===== src/hdl/chi_pkg.sv =====
package chi_pkg;

    localparam int CORDIC_STEPS    = 16;
    localparam int ANGLE_FRAC_BITS = 6;

    localparam int ATAN_LEN   = 24;
    localparam int ATAN_IDX_W = $clog2(ATAN_LEN);
    localparam int ATAN_W     = 22;
    localparam int STEPS      = (CORDIC_STEPS > ATAN_LEN) ? ATAN_LEN : CORDIC_STEPS;
    localparam int STEP_W     = (STEPS > 1) ? $clog2(STEPS) : 1;

    localparam int SAMPLE_W = 16;
    localparam int CORR_W   = 17;
    localparam int HEAD_W   = 15;
    localparam int PRESHIFT = 8;
    localparam int CW       = 28;
    localparam int ZW       = 25;
    localparam int HW       = 27;

    localparam int DEG_Q16     = 65536;
    localparam int Q16_90      = 90 * DEG_Q16;
    localparam int Q16_180     = 180 * DEG_Q16;
    localparam int Q16_270     = 270 * DEG_Q16;
    localparam int Q16_360     = 360 * DEG_Q16;
    localparam int ROUND_ADD   = 1 << (15 - ANGLE_FRAC_BITS);
    localparam int ROUND_SHIFT = 16 - ANGLE_FRAC_BITS;

    typedef enum logic [1:0] {
        OP_ACQUIRE   = 2'd0,
        OP_CALIBRATE = 2'd1,
        OP_RUN       = 2'd2
    } op_t;

    typedef enum logic [2:0] {
        ST_IDLE,
        ST_CORR,
        ST_INIT,
        ST_ITER,
        ST_ANGLE,
        ST_FINISH
    } state_t;

    typedef struct packed {
        logic              load;
        logic              corr;
        logic              init;
        logic              iter;
        logic [STEP_W-1:0] step;
        logic              angle;
        logic              finish;
    } dp_cmd_t;

    typedef struct packed {
        logic run;
        logic y_zero;
        logic out_free;
    } dp_stat_t;

    function automatic logic [ATAN_W-1:0] atan_q16(input logic [ATAN_IDX_W-1:0] idx);
        logic [ATAN_W-1:0] v;
        case (idx)
            5'd0:    v = 22'd2949120;
            5'd1:    v = 22'd1740967;
            5'd2:    v = 22'd919879;
            5'd3:    v = 22'd466945;
            5'd4:    v = 22'd234379;
            5'd5:    v = 22'd117304;
            5'd6:    v = 22'd58666;
            5'd7:    v = 22'd29335;
            5'd8:    v = 22'd14668;
            5'd9:    v = 22'd7334;
            5'd10:   v = 22'd3667;
            5'd11:   v = 22'd1833;
            5'd12:   v = 22'd917;
            5'd13:   v = 22'd458;
            5'd14:   v = 22'd229;
            5'd15:   v = 22'd115;
            5'd16:   v = 22'd57;
            5'd17:   v = 22'd29;
            5'd18:   v = 22'd14;
            5'd19:   v = 22'd7;
            5'd20:   v = 22'd4;
            5'd21:   v = 22'd2;
            5'd22:   v = 22'd1;
            default: v = 22'd0;
        endcase
        return v;
    endfunction

endpackage


===== src/hdl/chi_ctrl.sv =====
module chi_ctrl
    import chi_pkg::*;
(
    input  logic     clk,
    input  logic     rst_n,
    input  logic     sample_valid,
    output logic     sample_ready,
    input  dp_stat_t stat,
    output dp_cmd_t  cmd
);

    state_t            state_reg, state_next;
    logic [STEP_W-1:0] step_reg, step_next;

    always_comb
    begin
        state_next = state_reg;
        unique case (state_reg)
            ST_IDLE:
            begin
                if (sample_valid)
                    state_next = ST_CORR;
            end
            ST_CORR:
            begin
                state_next = stat.run ? ST_INIT : ST_FINISH;
            end
            ST_INIT:
            begin
                state_next = stat.y_zero ? ST_ANGLE : ST_ITER;
            end
            ST_ITER:
            begin
                if (step_reg == STEP_W'(STEPS - 1))
                    state_next = ST_ANGLE;
            end
            ST_ANGLE:
            begin
                state_next = ST_FINISH;
            end
            ST_FINISH:
            begin
                if (stat.out_free)
                    state_next = ST_IDLE;
            end
            default:
            begin
                state_next = ST_IDLE;
            end
        endcase
    end

    always_comb
    begin
        step_next = step_reg;
        if (state_reg == ST_INIT)
            step_next = '0;
        else if (state_reg == ST_ITER && step_reg != STEP_W'(STEPS - 1))
            step_next = step_reg + 1'b1;
    end

    always_comb
    begin
        sample_ready = (state_reg == ST_IDLE);
        cmd.load     = (state_reg == ST_IDLE) && sample_valid;
        cmd.corr     = (state_reg == ST_CORR);
        cmd.init     = (state_reg == ST_INIT);
        cmd.iter     = (state_reg == ST_ITER);
        cmd.step     = step_reg;
        cmd.angle    = (state_reg == ST_ANGLE);
        cmd.finish   = (state_reg == ST_FINISH) && stat.out_free;
    end

    always_ff @(posedge clk or negedge rst_n)
    begin
        if (!rst_n)
        begin
            state_reg <= ST_IDLE;
            step_reg  <= '0;
        end
        else
        begin
            state_reg <= state_next;
            step_reg  <= step_next;
        end
    end

endmodule


===== src/hdl/chi_datapath.sv =====
module chi_datapath
    import chi_pkg::*;
(
    input  logic                     clk,
    input  logic                     rst_n,
    input  dp_cmd_t                  cmd,
    output dp_stat_t                 stat,
    input  logic [1:0]               opcode,
    input  logic signed [SAMPLE_W-1:0] axis_x,
    input  logic signed [SAMPLE_W-1:0] axis_y,
    input  logic signed [SAMPLE_W-1:0] axis_z,
    output logic                     result_valid,
    input  logic                     result_ready,
    output logic                     heading_valid,
    output logic [HEAD_W-1:0]        heading,
    output logic signed [CORR_W-1:0] corrected_x,
    output logic signed [CORR_W-1:0] corrected_y,
    output logic signed [CORR_W-1:0] corrected_z
);

    op_t                         op_reg, op_next;
    logic signed [SAMPLE_W-1:0]  samp_reg [3];
    logic signed [SAMPLE_W-1:0]  samp_next [3];
    logic signed [SAMPLE_W-1:0]  max_reg [3];
    logic signed [SAMPLE_W-1:0]  max_next [3];
    logic signed [SAMPLE_W-1:0]  min_reg [3];
    logic signed [SAMPLE_W-1:0]  min_next [3];
    logic signed [SAMPLE_W-1:0]  off_reg [3];
    logic signed [SAMPLE_W-1:0]  off_next [3];
    logic signed [CORR_W-1:0]    corr_reg [3];
    logic signed [CORR_W-1:0]    corr_next [3];
    logic signed [CW-1:0]        x_reg, x_next;
    logic signed [CW-1:0]        y_reg, y_next;
    logic signed [ZW-1:0]        z_reg, z_next;
    logic [HW-1:0]               h_reg, h_next;
    logic                        rvalid_reg, rvalid_next;
    logic                        hvalid_reg, hvalid_next;
    logic [HEAD_W-1:0]           head_reg, head_next;
    logic signed [CORR_W-1:0]    cout_reg [3];
    logic signed [CORR_W-1:0]    cout_next [3];

    logic signed [CORR_W-1:0]    mid_sum [3];
    logic signed [CORR_W-1:0]    den, num;
    logic signed [CW-1:0]        xs, ys;
    logic signed [ZW-1:0]        atan_val;
    logic signed [HW-1:0]        h_raw;
    logic [HW-1:0]               h_round;

    assign stat.run      = (op_reg == OP_RUN);
    assign stat.y_zero   = (corr_reg[1] == '0);
    assign stat.out_free = !rvalid_reg || result_ready;

    always_comb
    begin
        op_next      = op_reg;
        samp_next[0] = samp_reg[0];
        samp_next[1] = samp_reg[1];
        samp_next[2] = samp_reg[2];
        if (cmd.load)
        begin
            op_next      = op_t'(opcode);
            samp_next[0] = axis_x;
            samp_next[1] = axis_y;
            samp_next[2] = axis_z;
        end
    end

    always_comb
    begin
        for (int k = 0; k < 3; k++)
        begin
            max_next[k]  = max_reg[k];
            min_next[k]  = min_reg[k];
            off_next[k]  = off_reg[k];
            corr_next[k] = corr_reg[k];
            mid_sum[k]   = CORR_W'(max_reg[k]) + CORR_W'(min_reg[k]);
            if (cmd.corr)
            begin
                corr_next[k] = CORR_W'(samp_reg[k]) - CORR_W'(off_reg[k]);
                if (op_reg == OP_ACQUIRE)
                begin
                    if (max_reg[k] == '0 && min_reg[k] == '0)
                    begin
                        max_next[k] = samp_reg[k];
                        min_next[k] = samp_reg[k];
                    end
                    else
                    begin
                        if (samp_reg[k] > max_reg[k])
                            max_next[k] = samp_reg[k];
                        if (samp_reg[k] < min_reg[k])
                            min_next[k] = samp_reg[k];
                    end
                end
                else if (op_reg == OP_CALIBRATE)
                begin
                    // round the midpoint toward zero
                    off_next[k] = SAMPLE_W'((mid_sum[k] + CORR_W'(mid_sum[k][CORR_W-1])) >>> 1);
                end
            end
        end
    end

    always_comb
    begin
        den      = corr_reg[1][CORR_W-1] ? -corr_reg[1] : corr_reg[1];
        num      = corr_reg[1][CORR_W-1] ? -corr_reg[0] : corr_reg[0];
        xs       = x_reg >>> cmd.step;
        ys       = y_reg >>> cmd.step;
        atan_val = signed'(ZW'(atan_q16(ATAN_IDX_W'(cmd.step))));
        x_next   = x_reg;
        y_next   = y_reg;
        z_next   = z_reg;
        if (cmd.init)
        begin
            x_next = CW'(den) <<< PRESHIFT;
            y_next = CW'(num) <<< PRESHIFT;
            z_next = '0;
        end
        else if (cmd.iter)
        begin
            if (!y_reg[CW-1])
            begin
                x_next = x_reg + ys;
                y_next = y_reg - xs;
                z_next = z_reg + atan_val;
            end
            else
            begin
                x_next = x_reg - ys;
                y_next = y_reg + xs;
                z_next = z_reg - atan_val;
            end
        end
    end

    always_comb
    begin
        if (corr_reg[1][CORR_W-1])
            h_raw = HW'(Q16_270) - HW'(z_reg);
        else
            h_raw = HW'(Q16_90) - HW'(z_reg);
        h_next = h_reg;
        if (cmd.angle)
        begin
            if (corr_reg[1] == '0)
                h_next = (corr_reg[0] > 0) ? '0 : HW'(Q16_180);
            else if (h_raw < 0)
                h_next = '0;
            else if (h_raw > HW'(Q16_360))
                h_next = HW'(Q16_360);
            else
                h_next = h_raw;
        end
    end

    always_comb
    begin
        h_round      = (h_reg + HW'(ROUND_ADD)) >> ROUND_SHIFT;
        rvalid_next  = rvalid_reg;
        hvalid_next  = hvalid_reg;
        head_next    = head_reg;
        cout_next[0] = cout_reg[0];
        cout_next[1] = cout_reg[1];
        cout_next[2] = cout_reg[2];
        if (cmd.finish)
        begin
            rvalid_next = 1'b1;
            if (op_reg == OP_RUN)
            begin
                hvalid_next  = 1'b1;
                head_next    = h_round[HEAD_W-1:0];
                cout_next[0] = corr_reg[0];
                cout_next[1] = corr_reg[1];
                cout_next[2] = corr_reg[2];
            end
            else
            begin
                hvalid_next  = 1'b0;
                head_next    = '0;
                cout_next[0] = '0;
                cout_next[1] = '0;
                cout_next[2] = '0;
            end
        end
        else if (result_ready)
        begin
            rvalid_next = 1'b0;
        end
    end

    always_ff @(posedge clk or negedge rst_n)
    begin
        if (!rst_n)
        begin
            rvalid_reg <= 1'b0;
            for (int k = 0; k < 3; k++)
            begin
                max_reg[k] <= '0;
                min_reg[k] <= '0;
                off_reg[k] <= '0;
            end
        end
        else
        begin
            rvalid_reg <= rvalid_next;
            for (int k = 0; k < 3; k++)
            begin
                max_reg[k] <= max_next[k];
                min_reg[k] <= min_next[k];
                off_reg[k] <= off_next[k];
            end
        end
    end

    always_ff @(posedge clk)
    begin
        op_reg     <= op_next;
        x_reg      <= x_next;
        y_reg      <= y_next;
        z_reg      <= z_next;
        h_reg      <= h_next;
        hvalid_reg <= hvalid_next;
        head_reg   <= head_next;
        for (int k = 0; k < 3; k++)
        begin
            samp_reg[k] <= samp_next[k];
            corr_reg[k] <= corr_next[k];
            cout_reg[k] <= cout_next[k];
        end
    end

    assign result_valid  = rvalid_reg;
    assign heading_valid = hvalid_reg;
    assign heading       = head_reg;
    assign corrected_x   = cout_reg[0];
    assign corrected_y   = cout_reg[1];
    assign corrected_z   = cout_reg[2];

endmodule


===== src/hdl/compass_hard_iron_heading.sv =====
// Heading beat: offset subtract, CORDIC setup, one cycle per CORDIC iteration (16, none when
// corrected y is zero), angle clamp, result load into the output register.
// Acquire, calibrate and unused opcodes go from offset subtract straight to result load.
// One beat in work at a time; the next is taken the cycle after the result loads,
// and the result load waits while the output register still holds an unread result.
// rst_n is asynchronous, active low; clears min, max, offsets, result_valid and the controller state.
module compass_hard_iron_heading
    import chi_pkg::*;
(
    input  logic                       clk,
    input  logic                       rst_n,
    input  logic                       sample_valid,
    output logic                       sample_ready,
    input  logic [1:0]                 opcode,
    input  logic signed [SAMPLE_W-1:0] axis_x,
    input  logic signed [SAMPLE_W-1:0] axis_y,
    input  logic signed [SAMPLE_W-1:0] axis_z,
    output logic                       result_valid,
    input  logic                       result_ready,
    output logic                       heading_valid,
    output logic [HEAD_W-1:0]          heading,
    output logic signed [CORR_W-1:0]   corrected_x,
    output logic signed [CORR_W-1:0]   corrected_y,
    output logic signed [CORR_W-1:0]   corrected_z
);

    dp_cmd_t  cmd;
    dp_stat_t stat;

    chi_ctrl u_ctrl (
        .clk          (clk),
        .rst_n        (rst_n),
        .sample_valid (sample_valid),
        .sample_ready (sample_ready),
        .stat         (stat),
        .cmd          (cmd)
    );

    chi_datapath u_datapath (
        .clk           (clk),
        .rst_n         (rst_n),
        .cmd           (cmd),
        .stat          (stat),
        .opcode        (opcode),
        .axis_x        (axis_x),
        .axis_y        (axis_y),
        .axis_z        (axis_z),
        .result_valid  (result_valid),
        .result_ready  (result_ready),
        .heading_valid (heading_valid),
        .heading       (heading),
        .corrected_x   (corrected_x),
        .corrected_y   (corrected_y),
        .corrected_z   (corrected_z)
    );

endmodule


===== config.mk =====
export PLATFORM = sky130hd
export DESIGN_NAME = compass_hard_iron_heading
export DESIGN_NICKNAME = d
export VERILOG_FILES = /design/src/hdl/chi_pkg.sv /design/src/hdl/chi_ctrl.sv /design/src/hdl/chi_datapath.sv /design/src/hdl/compass_hard_iron_heading.sv
export SDC_FILE = /design/constraint.sdc
export NUM_CORES = 2
export LEC_CHECK = 0
export ABC_AREA = 1
export BUFFER_PORTS_ARGS = -buffer_cell sky130_fd_sc_hd__buf_2
export CELL_PAD_IN_SITES_DETAIL_PLACEMENT = 1
export CELL_PAD_IN_SITES_GLOBAL_PLACEMENT = 1
export CORE_MARGIN = 2
export CORE_UTILIZATION = 50
export CTS_BUF_LIST = sky130_fd_sc_hd__clkbuf_16
export CTS_CLUSTER_SIZE = 10
export DETAILED_ROUTE_END_ITERATION = 16
export GPL_TIMING_DRIVEN = 0
export PLACE_DENSITY_LB_ADDON = 0.1
export SYNTH_ARGS = -nofsm -noshare
export SYNTH_HDL_FRONTEND = slang
export SYNTH_HIERARCHICAL = 1
export SYNTH_SLANG_ARGS = --single-unit

===== constraint.sdc =====
create_clock -name clk -period 11.9 [get_ports clk]
set_input_delay 0 -clock clk [delete_from_list [all_inputs] [get_ports clk]]
set_output_delay 0 -clock clk [all_outputs]
set_load 0.03 [all_outputs]

==> Word-level counts from Yosys, hierarchy flattened <==
Memory sizes are Yosys's and may differ from the RTL's.
Cells that the tools add are included.
{ "totals": {"regBits": 276, "in_bits": 54, "n_memories": 4, "out_inout_bits": 69, "elab_cells": 147, "romBits": 352, "mem_bits_rw": 150} }
{ "memory_table": {"columns": ["name", "depth", "word_bits", "rd", "rd_clocked_by_memory_dff", "write_ports", "line", "text"], "rows": [
  ["(no name shown)", 16, 22, 1, 0, 0, "chi_pkg.sv:61", "case (idx)"],
  ["u_datapath.corr_reg", 3, 17, 3, 0, 3, "chi_datapath.sv:30", "logic signed [CORR_W-1:0] corr_reg [3];"],
  ["u_datapath.cout_reg", 3, 17, 3, 0, 3, "chi_datapath.sv:39", "logic signed [CORR_W-1:0] cout_reg [3];"],
  ["u_datapath.samp_reg", 3, 16, 3, 0, 3, "chi_datapath.sv:22", "logic signed [SAMPLE_W-1:0] samp_reg [3];"]
]} }
{ "op_classes": {"n_reduce_logical": 34, "n_eq_ne": 12, "muxes": 43, "bitwise": 1, "magnitude_cmp": 9, "n_shift": 2, "addsub": 21} }
{ "ops": {"columns": ["op", "n"], "rows": [
  ["16-bit 2-to-1 mux", 12],
  ["28-bit 2-to-1 mux", 6],
  ["51-bit 2-to-1 mux", 2],
  ["25-bit 2-to-1 mux", 4],
  ["16-bit logical NOT", 6],
  ["17-bit 2-to-1 mux", 5],
  ["28-bit adder", 2],
  ["28-bit by 4-bit >>> shifter with 28-bit output", 2],
  ["28-bit subtractor", 2],
  ["16-bit by 16-bit adder with 17-bit output", 3],
  ["17-bit by 1-bit adder with 17-bit output", 3],
  ["16-bit by 16-bit subtractor with 17-bit output", 3],
  ["16-bit > comparator", 3],
  ["16-bit < comparator", 3],
  ["48-bit 2-to-1 mux", 1],
  ["17-bit negator", 2],
  ["27-bit by 26-bit > comparator with 1-bit output (second input constant)", 1],
  ["27-bit by 1-bit < comparator with 1-bit output (second input constant)", 1],
  ["27-bit 2-to-1 mux", 1],
  ["26-bit by 25-bit subtractor with 27-bit output (first input constant)", 1],
  ["24-bit by 25-bit subtractor with 26-bit output (first input constant)", 1],
  ["25-bit by 10-bit adder with 25-bit output (second input constant)", 1],
  ["25-bit by 23-bit adder with 25-bit output", 1],
  ["25-bit by 23-bit subtractor with 25-bit output", 1],
  ["25 further kinds", 55]
]} }

==> Logic depth before layout (Yosys ltp) <==
{ "logic_depth": {"ltp_word": 6, "ltp_mapped": 33, "mapped_depth_nobuf": 31} }

==> Hierarchy <==
Netlist, hierarchy kept.
{ "by_module_without_submodules": {"columns": ["module", "cells_per_inst", "area_each_um2", "seq_area_each_um2", "instances"], "rows": [
  ["chi_datapath", 4606, 33203.1, 11175.7, 1],
  ["chi_ctrl", 72, 481.7, 175.2, 1]
]} }

==> Worst setup path before layout <==
OpenSTA, ideal clock, no wires.
{ "synth_path": {"path_type": "register to register", "startpoint": "reg u_ctrl.state_reg[0]", "endpoint": "reg u_datapath.op_reg[0], enable pin", "path_stages_with_launch": 5, "period_less_slack_ns": 4.658, "setup_slack_ns": 7.242, "n_path_buf": 1, "t_required_ns": 11.381, "arrival_ns": 4.138, "setup_time_ns": 0.519, "cell_sequence": "dfrtp_1 > buf_4 > nor2_1 > inv_1 > nor3_1"} }
{ "synth_rtl": {"columns": ["element", "line", "text"], "rows": [
  ["start, declared", "chi_ctrl.sv:12", "state_t state_reg, state_next;"],
  ["start signal, assigned", "chi_ctrl.sv:83", "state_reg <= state_next;"],
  ["end signal, assigned", "chi_datapath.sv:218", "op_reg <= op_next;"],
  ["end, declared", "chi_datapath.sv:21", "op_t op_reg, op_next;"]
]} }

==> Worst setup path in the final report <==
{ "layout_path": {"startpoint": "reg u_ctrl.step_reg[1]", "endpoint": "reg u_datapath.y_reg[19] (data pin)"} }
{ "layout_between": {"elab_chain_len": 5, "word_cells_on_any_way": 6, "classes_between": "add/sub: 2; shift: 1; mux: 3"} }
{ "layout_rtl": {"columns": ["element", "line", "text"], "rows": [
  ["start, declared", "chi_ctrl.sv:13", "logic [STEP_W-1:0] step_reg, step_next;"],
  ["start signal, assigned", "chi_ctrl.sv:84", "step_reg <= step_next;"],
  ["28-bit by 4-bit >>> shifter with 28-bit output *", "chi_datapath.sv:108", "xs = x_reg >>> cmd.step;"],
  ["28-bit subtractor / 28-bit adder (equally long branches)", "chi_datapath.sv:125, chi_datapath.sv:131", null],
  ["28-bit 2-to-1 mux *", "chi_datapath.sv:122", "if (!y_reg[CW-1])"],
  ["28-bit 2-to-1 mux *", "chi_datapath.sv:120", "else if (cmd.iter)"],
  ["28-bit 2-to-1 mux *", "chi_datapath.sv:114", "if (cmd.init)"],
  ["net u_datapath.y_next[19]", "chi_datapath.sv:33", "logic signed [CW-1:0] y_reg, y_next;"],
  ["end signal, assigned", "chi_datapath.sv:220", "y_reg <= y_next;"],
  ["end, declared", "chi_datapath.sv:33", null]
]} }
Mark *: on every way through the listed nets, which the timed path passes. The rest lies on a longest branch. The select of a mux whose other input is x is not followed.
A chain may end at the register's enable or synchronous reset.

==> flow_summary.json <==
{
  "viasPerCell": 5.82,
  "dpl.hpwl_um": 96300,
  "ys_top_cells_by_count": "nand2_1 (1214), inv_1 (577), nand3_1 (509)",
  "finalMaxSlewViolations": 0,
  "crit_type": "reg -> reg",
  "synth.distinct_cells": 63,
  "synthToLayoutAreaGrowth_pct": 12.4,
  "ios": 123,
  "antenna_found_initial": 2,
  "synthArstFlopShare_pct": 36.5,
  "numCtsBuffers": 53,
  "nNetsFinal": 5267,
  "fill_cells": 8655,
  "synth_top_family_by_area": "simple AND/OR/NAND/NOR gates",
  "io_buffer_count": 122,
  "synth_area_sq_um": 33700,
  "min_period_over_period_pct": 48.0,
  "synthMuxAreaShare_pct": 0,
  "ys_ff_latch": 417,
  "worstPathRequired_ps": 12260,
  "cpPeakStageDelay_ps": 500,
  "htreeDepth": 2,
  "drt_pass1_iterations": 6,
  "yosysWarningCount": 6,
  "synth_nets": 5026,
  "synth.area.top_cells": "edfxtp_1 (20%), nand2_1 (14%), dfrtp_1 (11%)",
  "synth-simple-area-share_pct": 30.3,
  "fmaxAchievable_ghz": 0.175,
  "vias": 34000,
  "grt_max_degree": 96,
  "cts_buffer_depth": 3,
  "grt-ovfl-total": 0,
  "root_buffer": "clkbuf_16",
  "rsz0062_at_grt": "no",
  "slew_headroom_pct": 5.77,
  "synth_top_area_share_pct": 20.0,
  "clock-sinks": 417,
  "crit_path_start_kind": "register",
  "fin_setup_tns_ps": 0,
  "fp.dieW_um": 264,
  "synth_edf_count": 224,
  "clock_latency_ps": 650,
  "postSynthAreaPerCell_sq_um": 7.20,
  "post_drt_wl_per_cell_um": 21.7,
  "dp_slack_ps": 6380,
  "synth-seq-area-share_pct": 33.7,
  "crit_arrival_ps": 6070,
  "syn_inst": 4678,
  "die_area_sq_um": 69500,
  "place.gp.congestion": 0.985,
  "worst-path-max-fanout": 10,
  "grt_pass1_wl_um": 197000,
  "drv_cap": 0,
  "ys.flop_type": "edfxtp_1",
  "hold_path_class": "in -> reg",
  "synth_most_common_cell": "nand2_1",
  "drt_iter0_drc": 2154,
  "coreArea_sq_um": 66900,
  "status": "finished clean",
  "yosysTopAreaCell": "edfxtp_1",
  "crit_family": "compound AO/OA/AOI/OAI gates",
  "skew_ps": 36.9,
  "final_antenna_net_count": 0,
  "finalHoldViolations": 0,
  "post_synth_fa_ha_maj_area_fraction_pct": 11.1,
  "die_y_um": 264,
  "critPathBufInv": 5,
  "grt_usage_pct": 36.0,
  "slowest_stage": "dfrtp_1",
  "cts_tree": "done",
  "fp-row-count": 95,
  "finalCriticalPeriod_ps": 5710,
  "drc": 0,
  "worstMarginPinSlew_ps": 1410,
  "synth_compound_area_share_pct": 11.6,
  "grt_pass1_vias": 35500,
  "finalSetupViolCount": 0,
  "initial_utilization_pct": 50.3,
  "drt_wl_total_um": 127000,
  "endpoint_kind": "register",
  "setup_ws_ps": 6190,
  "synth-xor-area-share_pct": 4.94,
  "drive_gt1_share_pct": 7.21,
  "clk_pin_slew_ps": 60
}
[cells by family after synthesis]
| kind of cell | count (synthesis) |
|---|---|
| AND/OR/NAND/NOR | 2370 |
| XOR/XNOR | 190 |
| buffers and inverters | 712 |
| adder cells (fa/ha/maj) | 294 |
| flip-flops | 417 |
| AO/OA/AOI/OAI | 695 |
[stage by stage]
step	instance area [sq um]	instances	util (%)	hold WS (ps)
after floorplan	33700	4678	-	-296
after global placement	35400	5673	52.9	176
after detailed placement	35600	5682	53.1	-36.6
after CTS	37900	5836	56.6	23.1
after global routing	37900	5836	56.6	60.8
final	37900	5840	56.6	50.7
[layer usage]
| layer | part of all wire [%] | global-route usage (%) | routed length [um] |
|---|---|---|---|
| met5 | 0 | 0 | 0 |
| met1 | 41 | 44.0 | 52100 |
| met2 | 48 | 62.4 | 61300 |
| met4 | 5.4 | 18.7 | 6900 |
| met3 | 5.2 | 4.26 | 6540 |
[layout by cell type, fill, tap and decap left out, types with 11 or more instances in the layout]
cell	instances
nor2_1	407
xnor2_1	73
clkbuf_1	63
o21bai_1	15
a21oi_1	262
nand2_1	1214
a21boi_0	18
clkbuf_16	54
nand4_1	66
dfxtp_1	41
nand2_2	27
edfxtp_1	224
inv_1	601
nor2_2	13
o22ai_1	28
nand3_1	509
dfrtp_1	152
or2_2	13
dlygate4sd3_1	54
o211ai_1	13
buf_2	151
nor4_1	18
a31oi_1	22
nand3b_1	14
o21ai_0	246
o31ai_1	12
inv_2	12
ha_1	285
nor3_1	54
buf_6	11
o21ai_1	18
a21o_1	14
xor2_1	117
nand3_2	15
[layout make-up]
type                       instances  area [sq um]  share of cell area (%)
timing repair buffer             186          1340                    3.53
multi-input combinational       3549         19500                    51.6
clock buffer                      54          1350                    3.57
clock inverter                    45           370                   0.978
tap                              873          1090                    2.89
antenna                            4          10.0                  0.0264
buffer                           121           602                    1.59
sequential                       417         11400                    30.0
inverter                         591          2230                    5.88
[final timing paths]
path	start	endpoint	slack [ps]	cells after the start
max reg2reg	u_ctrl/step_reg[1]$_DFFE_PN0P_	u_datapath/y_reg[19]$_DFFE_PP_	6190	27
min	axis_x[6]	u_datapath/samp_reg[0][6]$_DFFE_PP_	50	2
min reg2reg	u_datapath/off_reg[2]$_DFFE_PN0P_	u_datapath/off_reg[2]$_DFFE_PN0P_	480	2
max in group asynchronous	rst_n	u_datapath/max_reg[40]$_DFFE_PN0P_	10930	4
max	u_ctrl/step_reg[1]$_DFFE_PN0P_	u_datapath/y_reg[19]$_DFFE_PP_	6190	27
min in group asynchronous	rst_n	u_datapath/min_reg[28]$_DFFE_PN0P_	490	4
[repair_timing]
item,in CTS,in global routing
hold endpoints to repair,221,0
hold buffers,55,0
setup buffers,0,0
resized for setup,0,0
Power is not shown: default switching activity piles up to over one toggle a cycle in this logic, so the estimate is an artifact.
